--- src/sv/quadrature_rotary_decoder_assert.svh ---
// Assertion macros for the quadrature rotary decoder.
// Used by the top level only; needs nothing else.
`ifndef QUADRATURE_ROTARY_DECODER_ASSERT_SVH
`define QUADRATURE_ROTARY_DECODER_ASSERT_SVH

// Same-cycle implication, checked out of reset.
`define QRD_ASSERT_SAME(name, clk, rstn, ante, cons, msg) \
    name: assert property (@(posedge clk) disable iff (!rstn) (ante) |-> (cons)) \
        else $error(msg);

// Next-cycle implication, checked out of reset.
`define QRD_ASSERT_NEXT(name, clk, rstn, ante, cons, msg) \
    name: assert property (@(posedge clk) disable iff (!rstn) (ante) |=> (cons)) \
        else $error(msg);

`endif

--- src/sv/qrd_pkg.sv ---
// Shared types and constants of the quadrature rotary decoder.
// No dependencies; used by all modules of the block.
`timescale 1ns / 1ps

package qrd_pkg;

    localparam int NUM_LINES = 2;           // encoder lines per sample
    localparam int POS_W     = 16;          // position and step count width
    localparam int DIR_W     = 3;           // signed direction width
    localparam int CFG_IDX_W = 2;
    localparam int IN_TDATA_W  = 8;
    localparam int OUT_TDATA_W = 24;

    // Configuration register indexes
    localparam logic [CFG_IDX_W-1:0] CFG_STEP_COUNT = 2'd0;
    localparam logic [CFG_IDX_W-1:0] CFG_ROLLOVER   = 2'd1;
    localparam logic [CFG_IDX_W-1:0] CFG_BINARY     = 2'd2;
    localparam logic [CFG_IDX_W-1:0] CFG_PERIOD     = 2'd3;

    localparam logic [POS_W-1:0] STEP_COUNT_RESET = 16'd24;

    // Period modes
    typedef enum logic [1:0] {
        MODE_FULL     = 2'd0,
        MODE_HALF     = 2'd1,
        MODE_QUARTER  = 2'd2,
        MODE_RESERVED = 2'd3
    } period_mode_t;

    localparam logic [DIR_W-1:0] DIR_CW  = 3'b001;
    localparam logic [DIR_W-1:0] DIR_CCW = 3'b111;

    typedef enum logic [2:0] {
        ST_IDLE = 3'b001,
        ST_DIV  = 3'b010,
        ST_EMIT = 3'b100
    } ctrl_state_t;

    // Decoder state after one sample, plus the fire decision
    typedef struct packed {
        logic             fire;
        logic [DIR_W-1:0] direction;
        logic             armed;
        logic [1:0]       stable;
        logic             primed;
    } decode_t;

endpackage

--- src/sv/qrd_step_decode.sv ---
// Step decoder of the quadrature rotary decoder: line decode and the
// full, half and quarter period step rules. Depends on qrd_pkg.
`timescale 1ns / 1ps

module qrd_step_decode (
    input  logic [qrd_pkg::NUM_LINES-1:0] line_levels,
    input  logic                          binary_lines,
    input  qrd_pkg::period_mode_t         period_mode,
    input  logic [qrd_pkg::DIR_W-1:0]     direction,
    input  logic                          armed,
    input  logic [1:0]                    stable,
    input  logic                          primed,
    output qrd_pkg::decode_t              dec
);

    logic [1:0] s;
    logic [1:0] half_d;

    always_comb begin
        s[1] = line_levels[1];
        s[0] = line_levels[0] ^ (line_levels[1] & ~binary_lines);
        half_d = stable - s + 2'd1;

        dec.fire      = 1'b0;
        dec.direction = direction;
        dec.armed     = armed;
        dec.stable    = stable;
        dec.primed    = primed;

        unique case (period_mode)
            qrd_pkg::MODE_FULL: begin
                if (s == 2'd0) begin
                    if (armed) begin
                        dec.fire  = 1'b1;
                        dec.armed = 1'b0;
                    end
                end else if (s == 2'd2) begin
                    dec.armed = 1'b1;
                end else if (armed) begin
                    dec.direction = (s == 2'd1) ? qrd_pkg::DIR_CW : qrd_pkg::DIR_CCW;
                end
            end
            qrd_pkg::MODE_HALF: begin
                if (!primed) begin
                    dec.stable = s;
                    dec.primed = 1'b1;
                end else if (s[0]) begin
                    // odd state: remember which way the last edge went
                    dec.direction = {1'b0, half_d} - 3'd1;
                end else if (s != stable) begin
                    dec.fire   = 1'b1;
                    dec.stable = s;
                end
            end
            qrd_pkg::MODE_QUARTER: begin
                if (!primed) begin
                    dec.stable = s;
                    dec.primed = 1'b1;
                end else begin
                    if (stable + 2'd1 == s) begin
                        dec.direction = qrd_pkg::DIR_CW;
                        dec.fire      = 1'b1;
                    end else if (stable == s + 2'd1) begin
                        dec.direction = qrd_pkg::DIR_CCW;
                        dec.fire      = 1'b1;
                    end
                    dec.stable = s;
                end
            end
            qrd_pkg::MODE_RESERVED: begin
                // ignore the sample
            end
            default: begin
            end
        endcase
    end

endmodule

--- src/sv/qrd_rem_unit.sv ---
// Iterative remainder unit: one restoring shift-subtract step per cycle.
// Depends on qrd_pkg for the position width.
`timescale 1ns / 1ps

module qrd_rem_unit (
    input  logic                      aclk,
    input  logic                      aresetn,
    input  logic                      start,
    input  logic [qrd_pkg::POS_W:0]   dividend,
    input  logic [qrd_pkg::POS_W-1:0] divisor,
    output logic                      done,
    output logic [qrd_pkg::POS_W-1:0] remainder
);

    localparam int STEPS = qrd_pkg::POS_W + 1;
    localparam int CNT_W = $clog2(STEPS);

    logic                      busy_reg, busy_next;
    logic                      done_reg, done_next;
    logic [CNT_W-1:0]          cnt_reg, cnt_next;
    logic [qrd_pkg::POS_W-1:0] rem_reg, rem_next;
    logic [qrd_pkg::POS_W:0]   dvd_reg, dvd_next;
    logic [qrd_pkg::POS_W-1:0] dvs_reg, dvs_next;

    logic [qrd_pkg::POS_W:0]   shifted;
    logic [qrd_pkg::POS_W:0]   diff;
    logic                      ge;

    always_comb begin
        shifted = {rem_reg, dvd_reg[qrd_pkg::POS_W]};
        ge      = shifted >= {1'b0, dvs_reg};
        diff    = shifted - {1'b0, dvs_reg};

        busy_next = busy_reg;
        done_next = 1'b0;
        cnt_next  = cnt_reg;
        rem_next  = rem_reg;
        dvd_next  = dvd_reg;
        dvs_next  = dvs_reg;

        if (start) begin
            busy_next = 1'b1;
            cnt_next  = '0;
            rem_next  = '0;
            dvd_next  = dividend;
            dvs_next  = divisor;
        end else if (busy_reg) begin
            // partial remainder stays below the divisor, so 16 bits hold it
            rem_next = ge ? diff[qrd_pkg::POS_W-1:0] : shifted[qrd_pkg::POS_W-1:0];
            dvd_next = {dvd_reg[qrd_pkg::POS_W-1:0], 1'b0};
            cnt_next = cnt_reg + CNT_W'(1);
            if (cnt_reg == CNT_W'(STEPS - 1)) begin
                busy_next = 1'b0;
                done_next = 1'b1;
            end
        end
    end

    always_ff @(posedge aclk) begin
        if (!aresetn) begin
            busy_reg <= 1'b0;
            done_reg <= 1'b0;
            cnt_reg  <= '0;
        end else begin
            busy_reg <= busy_next;
            done_reg <= done_next;
            cnt_reg  <= cnt_next;
        end
        rem_reg <= rem_next;
        dvd_reg <= dvd_next;
        dvs_reg <= dvs_next;
    end

    assign done      = done_reg;
    assign remainder = rem_reg;

endmodule

--- src/sv/quadrature_rotary_decoder.sv ---
// Quadrature rotary decoder, top level: sequencer, position update and
// stream ports. Uses qrd_pkg, qrd_step_decode, qrd_rem_unit and the assert header.
//
// Usage: each input item on s_* is one sample of the encoder lines taken at a
// line edge. A sample that fires a step gives one result item on m_*: the new
// position and the signed step direction; other samples give nothing.
// Configuration (step count, rollover, Gray or binary lines, period mode) is
// written through cfg_we / cfg_addr / cfg_wdata while the block is idle.
// Timing: a sample that gives no result leaves the block idle, and the next
// can follow at once. A step without a wrap passes from the idle state to the
// emit state, which loads the output register and raises m_tvalid, and the
// next sample is taken when the block is back in idle. With rollover and a
// nonzero step count the wrap goes through the remainder unit in the divide
// state, one quotient bit per cycle over 17 bits. No new sample is taken until
// the result sits in the output register. Reset clears position, direction and
// decoder state and loads the configuration defaults (24 steps, clamp, Gray
// lines, full period). When the receiver stalls, the result holds in the output
// register; a further step waits in the sequencer until the register frees up.
`timescale 1ns / 1ps

module quadrature_rotary_decoder (
    input  logic                               aclk,
    input  logic                               aresetn,
    input  logic                               cfg_we,
    input  logic [qrd_pkg::CFG_IDX_W-1:0]      cfg_addr,
    input  logic [qrd_pkg::POS_W-1:0]          cfg_wdata,
    input  logic                               s_tvalid,
    output logic                               s_tready,
    input  logic [qrd_pkg::IN_TDATA_W-1:0]     s_tdata,   // [1:0] line_levels
    output logic                               m_tvalid,
    input  logic                               m_tready,
    output logic [qrd_pkg::OUT_TDATA_W-1:0]    m_tdata    // [15:0] position, [18:16] step_value
);

`include "quadrature_rotary_decoder_assert.svh"

    localparam int POS_W = qrd_pkg::POS_W;

    // configuration
    logic [POS_W-1:0]          step_count_reg;
    logic                      rollover_reg;
    logic                      binary_reg;
    qrd_pkg::period_mode_t     mode_reg;

    // decoder state
    logic [POS_W-1:0]          pos_reg, pos_next;
    logic [qrd_pkg::DIR_W-1:0] dir_reg, dir_next;
    logic                      armed_reg, armed_next;
    logic [1:0]                stable_reg, stable_next;
    logic                      primed_reg, primed_next;

    qrd_pkg::ctrl_state_t      state_reg, state_next;
    logic [POS_W-1:0]          res_pos_reg, res_pos_next;
    logic [qrd_pkg::DIR_W-1:0] res_dir_reg, res_dir_next;
    logic                      m_valid_reg, m_valid_next;
    logic [POS_W-1:0]          out_pos_reg, out_pos_next;
    logic [qrd_pkg::DIR_W-1:0] out_dir_reg, out_dir_next;

    qrd_pkg::decode_t          dec;
    logic                      s_accept;
    logic                      out_free;
    logic                      use_div;
    logic [POS_W:0]            wrap_sum;
    logic [POS_W:0]            dividend;
    logic [POS_W-1:0]          clamp_pos;
    logic                      rem_start;
    logic                      rem_done;
    logic [POS_W-1:0]          rem_value;

    qrd_step_decode u_decode (
        .line_levels  (s_tdata[qrd_pkg::NUM_LINES-1:0]),
        .binary_lines (binary_reg),
        .period_mode  (mode_reg),
        .direction    (dir_reg),
        .armed        (armed_reg),
        .stable       (stable_reg),
        .primed       (primed_reg),
        .dec          (dec)
    );

    qrd_rem_unit u_rem (
        .aclk      (aclk),
        .aresetn   (aresetn),
        .start     (rem_start),
        .dividend  (dividend),
        .divisor   (step_count_reg),
        .done      (rem_done),
        .remainder (rem_value)
    );

    assign s_tready = (state_reg == qrd_pkg::ST_IDLE);
    assign s_accept = s_tvalid && s_tready;
    assign out_free = !m_valid_reg || m_tready;
    assign use_div  = rollover_reg && (step_count_reg != '0);

    // position before the wrap, and the clamped position
    always_comb begin
        if (dec.direction[qrd_pkg::DIR_W-1]) begin
            wrap_sum  = {1'b0, pos_reg} + {1'b0, step_count_reg};
            dividend  = (wrap_sum != '0) ? wrap_sum - (POS_W+1)'(1) : wrap_sum;
            clamp_pos = (pos_reg != '0) ? pos_reg - POS_W'(1) : pos_reg;
        end else begin
            wrap_sum  = {1'b0, pos_reg} + (POS_W+1)'(1);
            dividend  = wrap_sum;
            clamp_pos = (pos_reg < step_count_reg) ? pos_reg + POS_W'(1) : pos_reg;
        end
    end

    always_comb begin
        state_next   = state_reg;
        pos_next     = pos_reg;
        dir_next     = dir_reg;
        armed_next   = armed_reg;
        stable_next  = stable_reg;
        primed_next  = primed_reg;
        res_pos_next = res_pos_reg;
        res_dir_next = res_dir_reg;
        out_pos_next = out_pos_reg;
        out_dir_next = out_dir_reg;
        m_valid_next = m_valid_reg && !m_tready;
        rem_start    = 1'b0;

        unique case (state_reg)
            qrd_pkg::ST_IDLE: begin
                if (s_accept) begin
                    dir_next     = dec.direction;
                    armed_next   = dec.armed;
                    stable_next  = dec.stable;
                    primed_next  = dec.primed;
                    if (dec.fire) begin
                        res_dir_next = dec.direction;
                        if (use_div) begin
                            rem_start  = 1'b1;
                            state_next = qrd_pkg::ST_DIV;
                        end else begin
                            // rollover with zero modulus holds at 0
                            res_pos_next = rollover_reg ? '0 : clamp_pos;
                            pos_next     = res_pos_next;
                            state_next   = qrd_pkg::ST_EMIT;
                        end
                    end
                end
            end
            qrd_pkg::ST_DIV: begin
                if (rem_done) begin
                    res_pos_next = rem_value;
                    pos_next     = rem_value;
                    state_next   = qrd_pkg::ST_EMIT;
                end
            end
            qrd_pkg::ST_EMIT: begin
                if (out_free) begin
                    out_pos_next = res_pos_reg;
                    out_dir_next = res_dir_reg;
                    m_valid_next = 1'b1;
                    state_next   = qrd_pkg::ST_IDLE;
                end
            end
            default: begin
                state_next = qrd_pkg::ST_IDLE;
            end
        endcase
    end

    always_ff @(posedge aclk) begin
        if (!aresetn) begin
            step_count_reg <= qrd_pkg::STEP_COUNT_RESET;
            rollover_reg   <= 1'b0;
            binary_reg     <= 1'b0;
            mode_reg       <= qrd_pkg::MODE_FULL;
            pos_reg        <= '0;
            dir_reg        <= '0;
            armed_reg      <= 1'b0;
            stable_reg     <= '0;
            primed_reg     <= 1'b0;
            state_reg      <= qrd_pkg::ST_IDLE;
            m_valid_reg    <= 1'b0;
        end else begin
            if (cfg_we) begin
                unique case (cfg_addr)
                    qrd_pkg::CFG_STEP_COUNT: step_count_reg <= cfg_wdata;
                    qrd_pkg::CFG_ROLLOVER:   rollover_reg   <= cfg_wdata[0];
                    qrd_pkg::CFG_BINARY:     binary_reg     <= cfg_wdata[0];
                    qrd_pkg::CFG_PERIOD:
                        mode_reg <= qrd_pkg::period_mode_t'(cfg_wdata[1:0]);
                    default: begin
                    end
                endcase
            end
            pos_reg     <= pos_next;
            dir_reg     <= dir_next;
            armed_reg   <= armed_next;
            stable_reg  <= stable_next;
            primed_reg  <= primed_next;
            state_reg   <= state_next;
            m_valid_reg <= m_valid_next;
        end
        res_pos_reg <= res_pos_next;
        res_dir_reg <= res_dir_next;
        out_pos_reg <= out_pos_next;
        out_dir_reg <= out_dir_next;
    end

    assign m_tvalid = m_valid_reg;
    assign m_tdata  = {{(qrd_pkg::OUT_TDATA_W - POS_W - qrd_pkg::DIR_W){1'b0}},
                       out_dir_reg, out_pos_reg};

    `QRD_ASSERT_NEXT(a_fire_blocks_input, aclk, aresetn,
        s_accept && dec.fire, !s_tready, "fired step did not hold off input")
    `QRD_ASSERT_SAME(a_rem_below_divisor, aclk, aresetn,
        rem_done, rem_value < step_count_reg, "remainder not below step count")
    `QRD_ASSERT_SAME(a_div_only_wrapping, aclk, aresetn,
        state_reg == qrd_pkg::ST_DIV, use_div, "remainder pass without wrap")

endmodule

--- config.mk ---
export PLATFORM = sky130hd
export DESIGN_NAME = quadrature_rotary_decoder
export DESIGN_NICKNAME = d
export VERILOG_FILES = /design/src/sv/qrd_pkg.sv /design/src/sv/qrd_step_decode.sv /design/src/sv/qrd_rem_unit.sv /design/src/sv/quadrature_rotary_decoder.sv
export VERILOG_INCLUDE_DIRS = /design/src /design/src/sv
export SDC_FILE = /design/constraint.sdc
export NUM_CORES = 1
export LEC_CHECK = 0
export ABC_AREA = 0
export ABC_CLOCK_PERIOD_IN_PS = 11000
export BUFFER_PORTS_ARGS = -buffer_cell sky130_fd_sc_hd__buf_4
export CAP_MARGIN = 10
export CORE_MARGIN = 2
export CORE_UTILIZATION = 49
export DETAILED_ROUTE_END_ITERATION = 10
export PLACE_DENSITY = 0.64
export SYNTH_ARGS = -nofsm -noshare
export SYNTH_HDL_FRONTEND = slang
export SYNTH_SLANG_ARGS = --single-unit
--- constraint.sdc ---
create_clock -name aclk -period 11 [get_ports aclk]
set_input_delay 2.2 -clock aclk [delete_from_list [all_inputs] [get_ports aclk]]
set_output_delay 2.2 -clock aclk [all_outputs]
set_load 0.05 [all_outputs]
==> run summary, run 1 <==
Final Hold Violating Endpoints = 0
Core Region = 18800 sq um
Crit. Startpoint = s_tdata[1]
Final Skew = 0.00883 ns
R2r setup slk = 6.15 ns
GRT Resource Usage Total = 23.6%
Initial drt markers = 639
Vias = 7914
Crit path capture = res_pos_reg[15]
Crit path DAT = 5.94 ns
Initial antenna violation count = 0
CP max stage delay = 0.61 ns
Period utilization = 52.6%
Setup violators final = 0
Hold Worst Slack = 0.416 ns
Num ports = 57
RR Endpoint = u_rem.dvd_reg[9]
Die Y = 143 um
Mapped Cells = 1082
DR DRC count = 0
RR Startpoint = pos_reg[0]
CP Capture Type = flop
Max cap viols = 0
# hold bufs at CTS = 0
Clock latency at the later pin of the worst-skew pair = 0.43 ns
Multi-input gate area in the final layout = 5420 sq um
Setup TNS = 0 ns
Slew Viols, Final = 0
Total grt overflow = 0
Synth-to-layout area growth = 11.2%
Outcome = finished, final reports clean
Tmin final = 5.79 ns
# diodes = 0
F_max = 0.173 GHz
Worst EP required = 11.15 ns
Worst setup SP type = input pin
Ys flop type = edfxtp_1
CP max FO = 25
Crit path buffers/inverters = 4
Pre-CTS WS = 4.80 ns
Num CTS Buffers = 17
Slowest stage cell, crit path = inv_1
Worst slew pin tran = 1.17 ns
RSZ-0062 raised after global routing = no
Root Driver = clkbuf_16
Fill count = 1756
Max FFs per register = 17
Cell family with most CP delay = buffers and inverters
Flop and latch count out of synthesis = 141
GR peak layer = met2
Leakage = 0.00416 uW
Fin worst setup slack = 5.21 ns
Final GP Congestion = 0.874
Via/cell ratio = 5.79
Initial Util = 50.3%
DRT Wirelength = 23500 um
Grt met2 use = 36.9%
Global-route wire length before repair = 37700 um
Clk slew on worst S/H paths = 0.06 ns
Worst R2R Path Depth = 14
Layout Nets = 1191
Row count = 50
CTS max path bufs = 2
Relative slew slack = 22.0%
CTS tree = yes
Final antenna-violating net count = 0
IO Port Bufs = 45
DPL Wire Length = 17300 um
Count of cell types in the netlist = 88
Largest net degree at the start of global routing = 49
Layout cells sized above 1 = 11.5%
Total number of cells along the worst setup path = 16
DR pass1 iterations = 5
Post-CTS Setup Bufs = 0
Pwr/cell area = 143 nW/um^2
Number of clock sinks = 141
M1 GR Usage = 33.5%
DR WL/cell = 17.2 um
Final Cell Area = 10500 sq um
Placed cell areas = 9940 sq um
CP cell instances = buf_4, nand2b_1, xnor2_1, inv_1, ha_1, nor3b_1, nand2_1, o22a_1, a21oi_1, o22ai_1, buf_4, inv_1, nand3_2, o32ai_1, xnor2_1, o31ai_1
Total chip power = 1510 uW
Worst hold path class = reg2reg
Met3 usage = 3.45%
Vias in the first global route = 7126
Die X = 143 um
Mean Syn Cell Area = 8.75 sq um
Async SR Flop Fraction = 0%
Die Area = 20500 sq um
Ys Warns = 0
Max IR drop VDD = 0.0980 mV
H-tree Lvls = 4
Netlist Area Pre-Place = 9470 sq um
Post-synth EDFFs = 71
Storage element area = 3530 sq um
Crit path kind = in2reg
Post-cts resize count = 0
Sequential-to-total area share from yosys stat = 37.3%
synth_stat cells (6+ instances only):
| cell type | count | area share [%] |
|---|---|---|
| nor4_1 | 10 | 0.66 |
| o21ai_0 | 66 | 3.5 |
| nor3_1 | 27 | 1.4 |
| nor2b_1 | 13 | 0.86 |
| o211ai_1 | 11 | 0.87 |
| nand3_1 | 35 | 1.8 |
| or3_1 | 8 | 0.53 |
| nand2_1 | 113 | 4.5 |
| a21oi_1 | 91 | 4.8 |
| dfxtp_1 | 70 | 15 |
| xnor2_1 | 44 | 4.1 |
| a211oi_1 | 8 | 0.63 |
| a31oi_1 | 6 | 0.40 |
| clkbuf_1 | 43 | 1.7 |
| and3_1 | 11 | 0.73 |
| a32oi_1 | 11 | 1.0 |
| ha_1 | 64 | 8.5 |
| nand2b_1 | 14 | 0.92 |
| xor2_1 | 27 | 2.5 |
| nor2_1 | 71 | 2.8 |
| edfxtp_1 | 71 | 23 |
| o21a_1 | 6 | 0.48 |
| o22ai_1 | 8 | 0.53 |
| inv_1 | 71 | 2.8 |
| or4_1 | 12 | 0.95 |
| a21o_1 | 8 | 0.63 |
| or2_2 | 9 | 0.59 |
| buf_2 | 10 | 0.53 |
| nand4_1 | 8 | 0.53 |
| mux2i_1 | 17 | 1.8 |
cell type report:
cell class | count | area share [%]
clock buffer | 18 | 4.28
clock inverter | 14 | 1.37
inverter | 73 | 2.60
multi-input combinational | 810 | 51.5
sequential | 141 | 33.6
tap | 260 | 3.09
timing repair buffer | 51 | 3.64
metal layers:
| layer | share of wire [%] | wire length, um | vias up |
|---|---|---|---|
| met5 | 0 | 0 | - |
| met4 | 2.3 | 534 | 0 |
| met3 | 4.2 | 978 | 31 |
| met2 | 44 | 10400 | 214 |
| met1 | 49 | 11600 | 3736 |
| li1 | - | - | 3933 |
worst register-to-register path, cell delays in order, from the launching register on:
cell	delay [ns]
dfxtp_1	0.45
ha_1	0.24
inv_1	0.06
fa_1	0.46
nor2_1	0.19
o221ai_1	0.20
a311oi_2	0.62
o21ai_0	0.23
a211oi_2	0.34
o2111ai_1	0.38
nor4_4	0.60
or3_1	0.32
mux2i_1	0.24
xnor2_1	0.16
o21ai_0	0.09
kinds of logic (layout without fill, tap and decap cells):
kind of cell	Yosys count	after routing	share of synthesized area, %
simple gates	360	360	19.3
compound gates	286	286	19.7
flops	141	141	37.3
buf+inv	135	156	5.76
xor+xnor	71	71	6.57
fa+ha+maj	66	66	8.88
mux	22	22	2.43
other cells	1	5	0.0396
worst min path at each step:
stage	start	end	slack [ns]	cells after the start
floorplan	res_dir_reg[0]	out_dir_reg[0]	0.40	0
global placement	res_pos_reg[10]	out_pos_reg[10]	0.40	0
detailed placement	res_pos_reg[15]	out_pos_reg[15]	0.40	0
CTS	res_pos_reg[6]	out_pos_reg[6]	0.42	0
global route	res_pos_reg[15]	out_pos_reg[15]	0.42	0
finish	res_pos_reg[15]	out_pos_reg[15]	0.42	0
where the power goes:
part	switching (uW)	total [uW]	internal (uW)
Combinational	180	299	118
Sequential	39.9	626	586
Clock	249	583	334
cell usage in the layout, fill, tap and decap left out, types with 8 or more instances in the layout:
cell type / synthesis / routed
a211oi_1: 8 / 8
a21o_1: 8 / 8
a21oi_1: 91 / 91
a32oi_1: 11 / 11
and3_1: 11 / 11
buf_4: 5 / 51
clkbuf_16: 0 / 18
dfxtp_1: 70 / 70
edfxtp_1: 71 / 71
ha_1: 64 / 64
inv_1: 71 / 71
mux2i_1: 17 / 17
nand2_1: 113 / 113
nand2b_1: 14 / 14
nand3_1: 35 / 35
nand4_1: 8 / 8
nor2_1: 71 / 71
nor2b_1: 13 / 13
nor3_1: 27 / 26
nor4_1: 10 / 10
o211ai_1: 11 / 11
o21ai_0: 66 / 66
o22ai_1: 8 / 8
or2_2: 9 / 9
or3_1: 8 / 8
or4_1: 12 / 12
xnor2_1: 44 / 44
xor2_1: 27 / 27
metrics by stage:
| step | util (%) | instances |
|---|---|---|
| after detailed placement | 52.8 | 1335 |
| after global placement | 52.8 | 1335 |
| after floorplan | - | 1086 |
| final | 55.9 | 1367 |
| after global routing | 55.9 | 1367 |
| after CTS | 55.9 | 1367 |
Note: power is estimated with default switching activity, not from simulation.
==> run 2, diff against run 1 <==
--- a/config.mk
+++ b/config.mk
@@ -7,13 +7,13 @@
 export NUM_CORES = 1
 export LEC_CHECK = 0
 export ABC_AREA = 0
-export ABC_CLOCK_PERIOD_IN_PS = 11000
+export ABC_CLOCK_PERIOD_IN_PS = 5300
 export BUFFER_PORTS_ARGS = -buffer_cell sky130_fd_sc_hd__buf_4
 export CAP_MARGIN = 10
 export CORE_MARGIN = 2
 export CORE_UTILIZATION = 49
 export DETAILED_ROUTE_END_ITERATION = 10
-export PLACE_DENSITY = 0.64
+export PLACE_DENSITY = 0.67
 export SYNTH_ARGS = -nofsm -noshare
 export SYNTH_HDL_FRONTEND = slang
 export SYNTH_SLANG_ARGS = --single-unit
==> constraint.sdc (replaced) <==
create_clock -name aclk -period 5.3 [get_ports aclk]
set_input_delay 1.06 -clock aclk [delete_from_list [all_inputs] [get_ports aclk]]
set_output_delay 1.06 -clock aclk [all_outputs]
set_load 0.05 [all_outputs]
==> run summary, run 2 (synthesis gave the netlist of run 1 again) <==
Layout Nets = 1200
Final Cell Area = 10500 sq um
Most frequent CP cell = o21ai_0
Final Hold Violating Endpoints = 0
Worst Hold Endpoint = out_pos_reg[11]
Slew Viols, Final = 0
H-tree Lvls = 4
CTS tree = yes
Initial antenna violation count = 0
CP max stage delay = 0.59 ns
Max IR drop VDD = 0.238 mV
CP max FO = 8
GRT Resource Usage Total = 23.7%
Post-CTS Setup Bufs = 0
Die X = 143 um
# hold bufs at CTS = 0
DPL Wire Length = 17400 um
Via/cell ratio = 5.74
Period utilization = 89.7%
# diodes = 0
Most frequent cells in the layout = nand2_1, a21oi_1, inv_1, nor2_1, edfxtp_1
CP cell instances = inv_1, fa_1, nor2_1, o221ai_1, a311oi_2, o21ai_0, a211oi_2, o2111ai_1, nor4_4, or3_1, mux2i_1, xnor2_1, o21ai_0
Hold-critical path depth = 0
Root Driver = clkbuf_16
RR Endpoint = u_rem.dvd_reg[9]
Layout cells sized above 1 = 11.9%
CP Capture Type = flop
Crit path DAT = 4.92 ns
Crit path kind = reg2reg
Pwr/cell area = 286 nW/um^2
Clock latency at the later pin of the worst-skew pair = 0.43 ns
IO Port Bufs = 45
Outcome = finished, final reports clean
Setup violators final = 0
Die Y = 143 um
Worst EP required = 5.46 ns
RR Startpoint = pos_reg[1]
Dpl cells = 1344
Tmin final = 4.75 ns
Worst hold path class = reg2reg
Vias in the first global route = 7140
Worst R2R Path Depth = 13
Initial Util = 50.3%
DR WL/cell = 16.9 um
F_max = 0.210 GHz
Num CTS Buffers = 17
DR DRC count = 0
Worst setup SP type = flop
Worst slew pin tran = 1.14 ns
Clk slew on worst S/H paths = 0.06 ns
Leakage = 0.00416 uW
Final antenna-violating net count = 0
Total number of cells along the worst setup path = 13
Max FFs per register = 17
Hold path start = res_pos_reg[11]
Number of clock sinks = 141
Max cap viols = 0
Cell family with most CP delay = compound AO/OA/AOI/OAI gates
Global-route wire length before repair = 38000 um
Relative slew slack = 23.7%
Die Area = 20500 sq um
Slowest stage cell, crit path = a311oi_2
CTS max path bufs = 2
Row count = 50
Core Region = 18800 sq um
Num ports = 57
Most common cell after layout, fill and taps aside = nand2_1
R2r setup slk = 0.55 ns
DRT Wirelength = 23300 um
Synth-to-layout area growth = 11.3%
Total grt overflow = 0
Placed cell areas = 10000 sq um
RSZ-0062 raised after global routing = no
Crit path buffers/inverters = 1
Non-Filler Instances = 1376
Post-cts resize count = 0
DR pass1 iterations = 5
Initial drt markers = 661
Setup TNS = 0 ns
Vias = 7903
Final Skew = 0.0145 ns
Largest net degree at the start of global routing = 37
Final GP Congestion = 0.937
==> run 2: per-layer routing <==
layer  track usage, %  wire [um]
met1             34.5      11600
met2             36.5      10300
met5                0          0
met3             3.86        952
met4             6.62        398
==> run 2: power by group <==
group | internal [uW] | switching, uW
Clock | 610 | 481
Combinational | 247 | 376
Sequential | 1220 | 78.2
==> run 2: how the worst max path moves through the flow <==
stage / start / to / slack [ns]
finish: pos_reg[1] / u_rem.dvd_reg[9] / 0.55
floorplan: s_tdata[1] / res_pos_reg[12] / 0.95
global placement: pos_reg[0] / u_rem.dvd_reg[9] / 0.66
global route: pos_reg[1] / u_rem.dvd_reg[9] / 0.09
detailed placement: pos_reg[1] / u_rem.dvd_reg[9] / 0.59
CTS: pos_reg[1] / u_rem.dvd_reg[9] / 0.56
==> run 2: layout make-up <==
class | count | area, sq um
Fill cell | 1724 | 8290
Timing Repair Buffer | 60 | 450
Multi-Input combinational cell | 810 | 5420
Tap cell | 260 | 325
Clock buffer | 19 | 443
Sequential cell | 141 | 3530
Clock inverter | 13 | 95.1
Inverter | 73 | 274
==> run 2: worst register-to-register path: cells and delay by family, from the launching register on <==
kind | cells | cell delay, ns
and+or+nand+nor | 3 | 1.08
xor gates and xnor gates | 1 | 0.14
DFF | 1 | 0.51
AOI/OAI and AO/OA | 6 | 1.79
buffers and inverters | 1 | 0.19
adders and majority gates | 1 | 0.52
muxes | 1 | 0.25
==> run 2: per-stage QoR <==
step,setup slack [ns],utilization [%],power [uW],hold slack (ns)
3_5_place_dp,0.588,53.1,1930,0.405
5_1_grt,0.0947,56.0,3150,0.421
2_1_floorplan,0.949,-,1770,0.400
4_1_cts,0.560,56.0,3020,0.418
6_report,0.548,56.0,3010,0.416
3_3_place_gp,0.657,53.1,1920,0.402
==> run 3, diff against run 2 <==
--- a/config.mk
+++ b/config.mk
@@ -10,10 +10,12 @@
 export ABC_CLOCK_PERIOD_IN_PS = 5300
 export BUFFER_PORTS_ARGS = -buffer_cell sky130_fd_sc_hd__buf_4
 export CAP_MARGIN = 10
-export CORE_MARGIN = 2
+export CORE_MARGIN = 3
 export CORE_UTILIZATION = 49
 export DETAILED_ROUTE_END_ITERATION = 10
 export PLACE_DENSITY = 0.67
+export REMOVE_ABC_BUFFERS = 1
+export SLEW_MARGIN = 20
 export SYNTH_ARGS = -nofsm -noshare
 export SYNTH_HDL_FRONTEND = slang
 export SYNTH_SLANG_ARGS = --single-unit
==> run summary, run 3 (synthesis gave the netlist of run 1 again) <==
Outcome = finished, final reports clean
Num ports = 57
Dpl cells = 1348
Worst R2R Path Depth = 14
Global-route wire length before repair = 39100 um
F_max = 0.214 GHz
# diodes = 0
# hold bufs at CTS = 0
GRT Resource Usage Total = 22.7%
RR Endpoint = u_rem.dvd_reg[9]
Crit. Startpoint = pos_reg[0]
Final GP Congestion = 0.920
Largest net degree at the start of global routing = 48
Crit path DAT = 4.84 ns
Layout Nets = 1204
DRT Wirelength = 23800 um
Max FFs per register = 17
Pwr/cell area = 295 nW/um^2
Worst hold path class = reg2reg
Leakage = 0.00423 uW
Initial drt markers = 613
IO Port Bufs = 45
Layout cells sized above 1 = 12.4%
Sw Ratio = 30.3%
DR pass1 iterations = 6
Combinational power share = 20.0%
Synth-to-layout area growth = 12.4%
Tmin final = 4.67 ns
Most common cell after layout, fill and taps aside = nand2_1
Core Region = 18800 sq um
Fin util = 56.5%
DR WL/cell = 17.2 um
Clock latency at the later pin of the worst-skew pair = 0.43 ns
Max cap viols = 0
CTS tree = yes
Initial antenna violation count = 0
Period utilization = 88.2%
Die Y = 145 um
Max IR drop VDD = 0.239 mV
Internal = 2190 uW
Total chip power = 3140 uW
Most frequent cells in the layout = nand2_1, a21oi_1, inv_1, nor2_1, edfxtp_1
DPL Wire Length = 17700 um
Relative slew slack = 37.6%
Num CTS Buffers = 17
Post-cts resize count = 0
Post-CTS Setup Bufs = 0
Worst EP required = 5.47 ns
Number of clock sinks = 141
Sequential share of power = 40.9%
Initial Util = 50.3%
Clock share of power = 39.0%
Final Skew = 0.0121 ns
Via/cell ratio = 5.80
Sw power = 953 uW
Worst slew pin tran = 0.936 ns
Worst setup SP type = flop
Crit path kind = reg2reg
CTS max path bufs = 2
Clk slew on worst S/H paths = 0.07 ns
Final Hold Violating Endpoints = 0
CP max FO = 8
Vias in the first global route = 7429
Final antenna-violating net count = 0
Root Driver = clkbuf_16
Die X = 145 um
Vias = 8009
CP Capture Type = flop
Setup TNS = 0 ns
DR DRC count = 0
R2r setup slk = 0.63 ns
Die Area = 21000 sq um
RR Startpoint = pos_reg[0]
H-tree Lvls = 4
Crit path capture = u_rem.dvd_reg[9]
Total grt overflow = 0
Non-Filler Instances = 1380
RSZ-0062 raised after global routing = no
Setup violators final = 0
Row count = 50
Slew Viols, Final = 0
-- run 3: cell types whose count changed in the layout (fill, tap and decap cells not counted) --
| cell | change |
|---|---|
| buf_4 | +4 |
| bufinv_16 | +1 |
| clkbuf_1 | -1 |
| clkbuf_16 | +2 |
| clkinv_1 | -1 |
| clkinv_2 | -1 |
| clkinv_4 | +1 |
| clkinvlp_4 | -3 |
| inv_6 | +1 |
| inv_8 | +1 |
-- run 3: how the worst min path moves through the flow --
stage,from,to,slack [ns],cells after the start
after floorplan,res_dir_reg[0],out_dir_reg[0],0.40,0
after global placement,res_pos_reg[9],out_pos_reg[9],0.40,0
after detailed placement,res_pos_reg[5],out_pos_reg[5],0.41,0
after CTS,res_pos_reg[8],out_pos_reg[8],0.42,0
after global routing,res_dir_reg[0],out_dir_reg[0],0.42,0
final,res_pos_reg[12],out_pos_reg[12],0.42,0
-- run 3: critical path, cell delays in order, from the launching register on --
cell and delay, ns:
dfxtp_1 0.43, ha_1 0.21, inv_1 0.06, fa_1 0.47, nor2_1 0.20, o221ai_1 0.20
a311oi_2 0.57, o21ai_0 0.21, a211oi_2 0.33, o2111ai_1 0.38, nor4_4 0.56, or3_1 0.30
mux2i_1 0.25, xnor2_1 0.15, o21ai_0 0.09
-- run 3: final cells by class --
type	count	area [sq um]
well taps	260	325
clock inverters	12	123
clock buffers	20	489
fillers	1706	8190
flip-flops and latches	141	3530
inverters	73	274
repair buffers	64	480
multi-input cells	810	5420
-- run 3: per-stage QoR --
step                      worst slack, ns  cell area [sq um]  hold WS [ns]
final                               0.627              10600         0.419
after detailed placement            0.712              10000         0.407
after global routing                0.282              10600         0.423
after global placement              0.765              10000         0.401
after CTS                           0.689              10600         0.420
after floorplan                     0.596               9210         0.400
-- run 3: power by group through the flow --
stage | sequential [uW] | combinational, uW | clock [uW]
finish | 1290 | 629 | 1230
global route | 1290 | 708 | 1290
CTS | 1280 | 629 | 1240
detailed placement | 1310 | 624 | 0
global placement | 1310 | 618 | 0
floorplan | 1280 | 468 | 0
-- run 3: metal layers --
layer	routed length [um]	vias up	part of all wire [%]	GRT usage (%)
met5	0	-	0	0
met4	295	0	1.2	5.61
met3	1280	26	5.4	3.75
met2	11100	250	47	36.3
met1	11100	3774	47	32.3
li1	-	3959	-	-
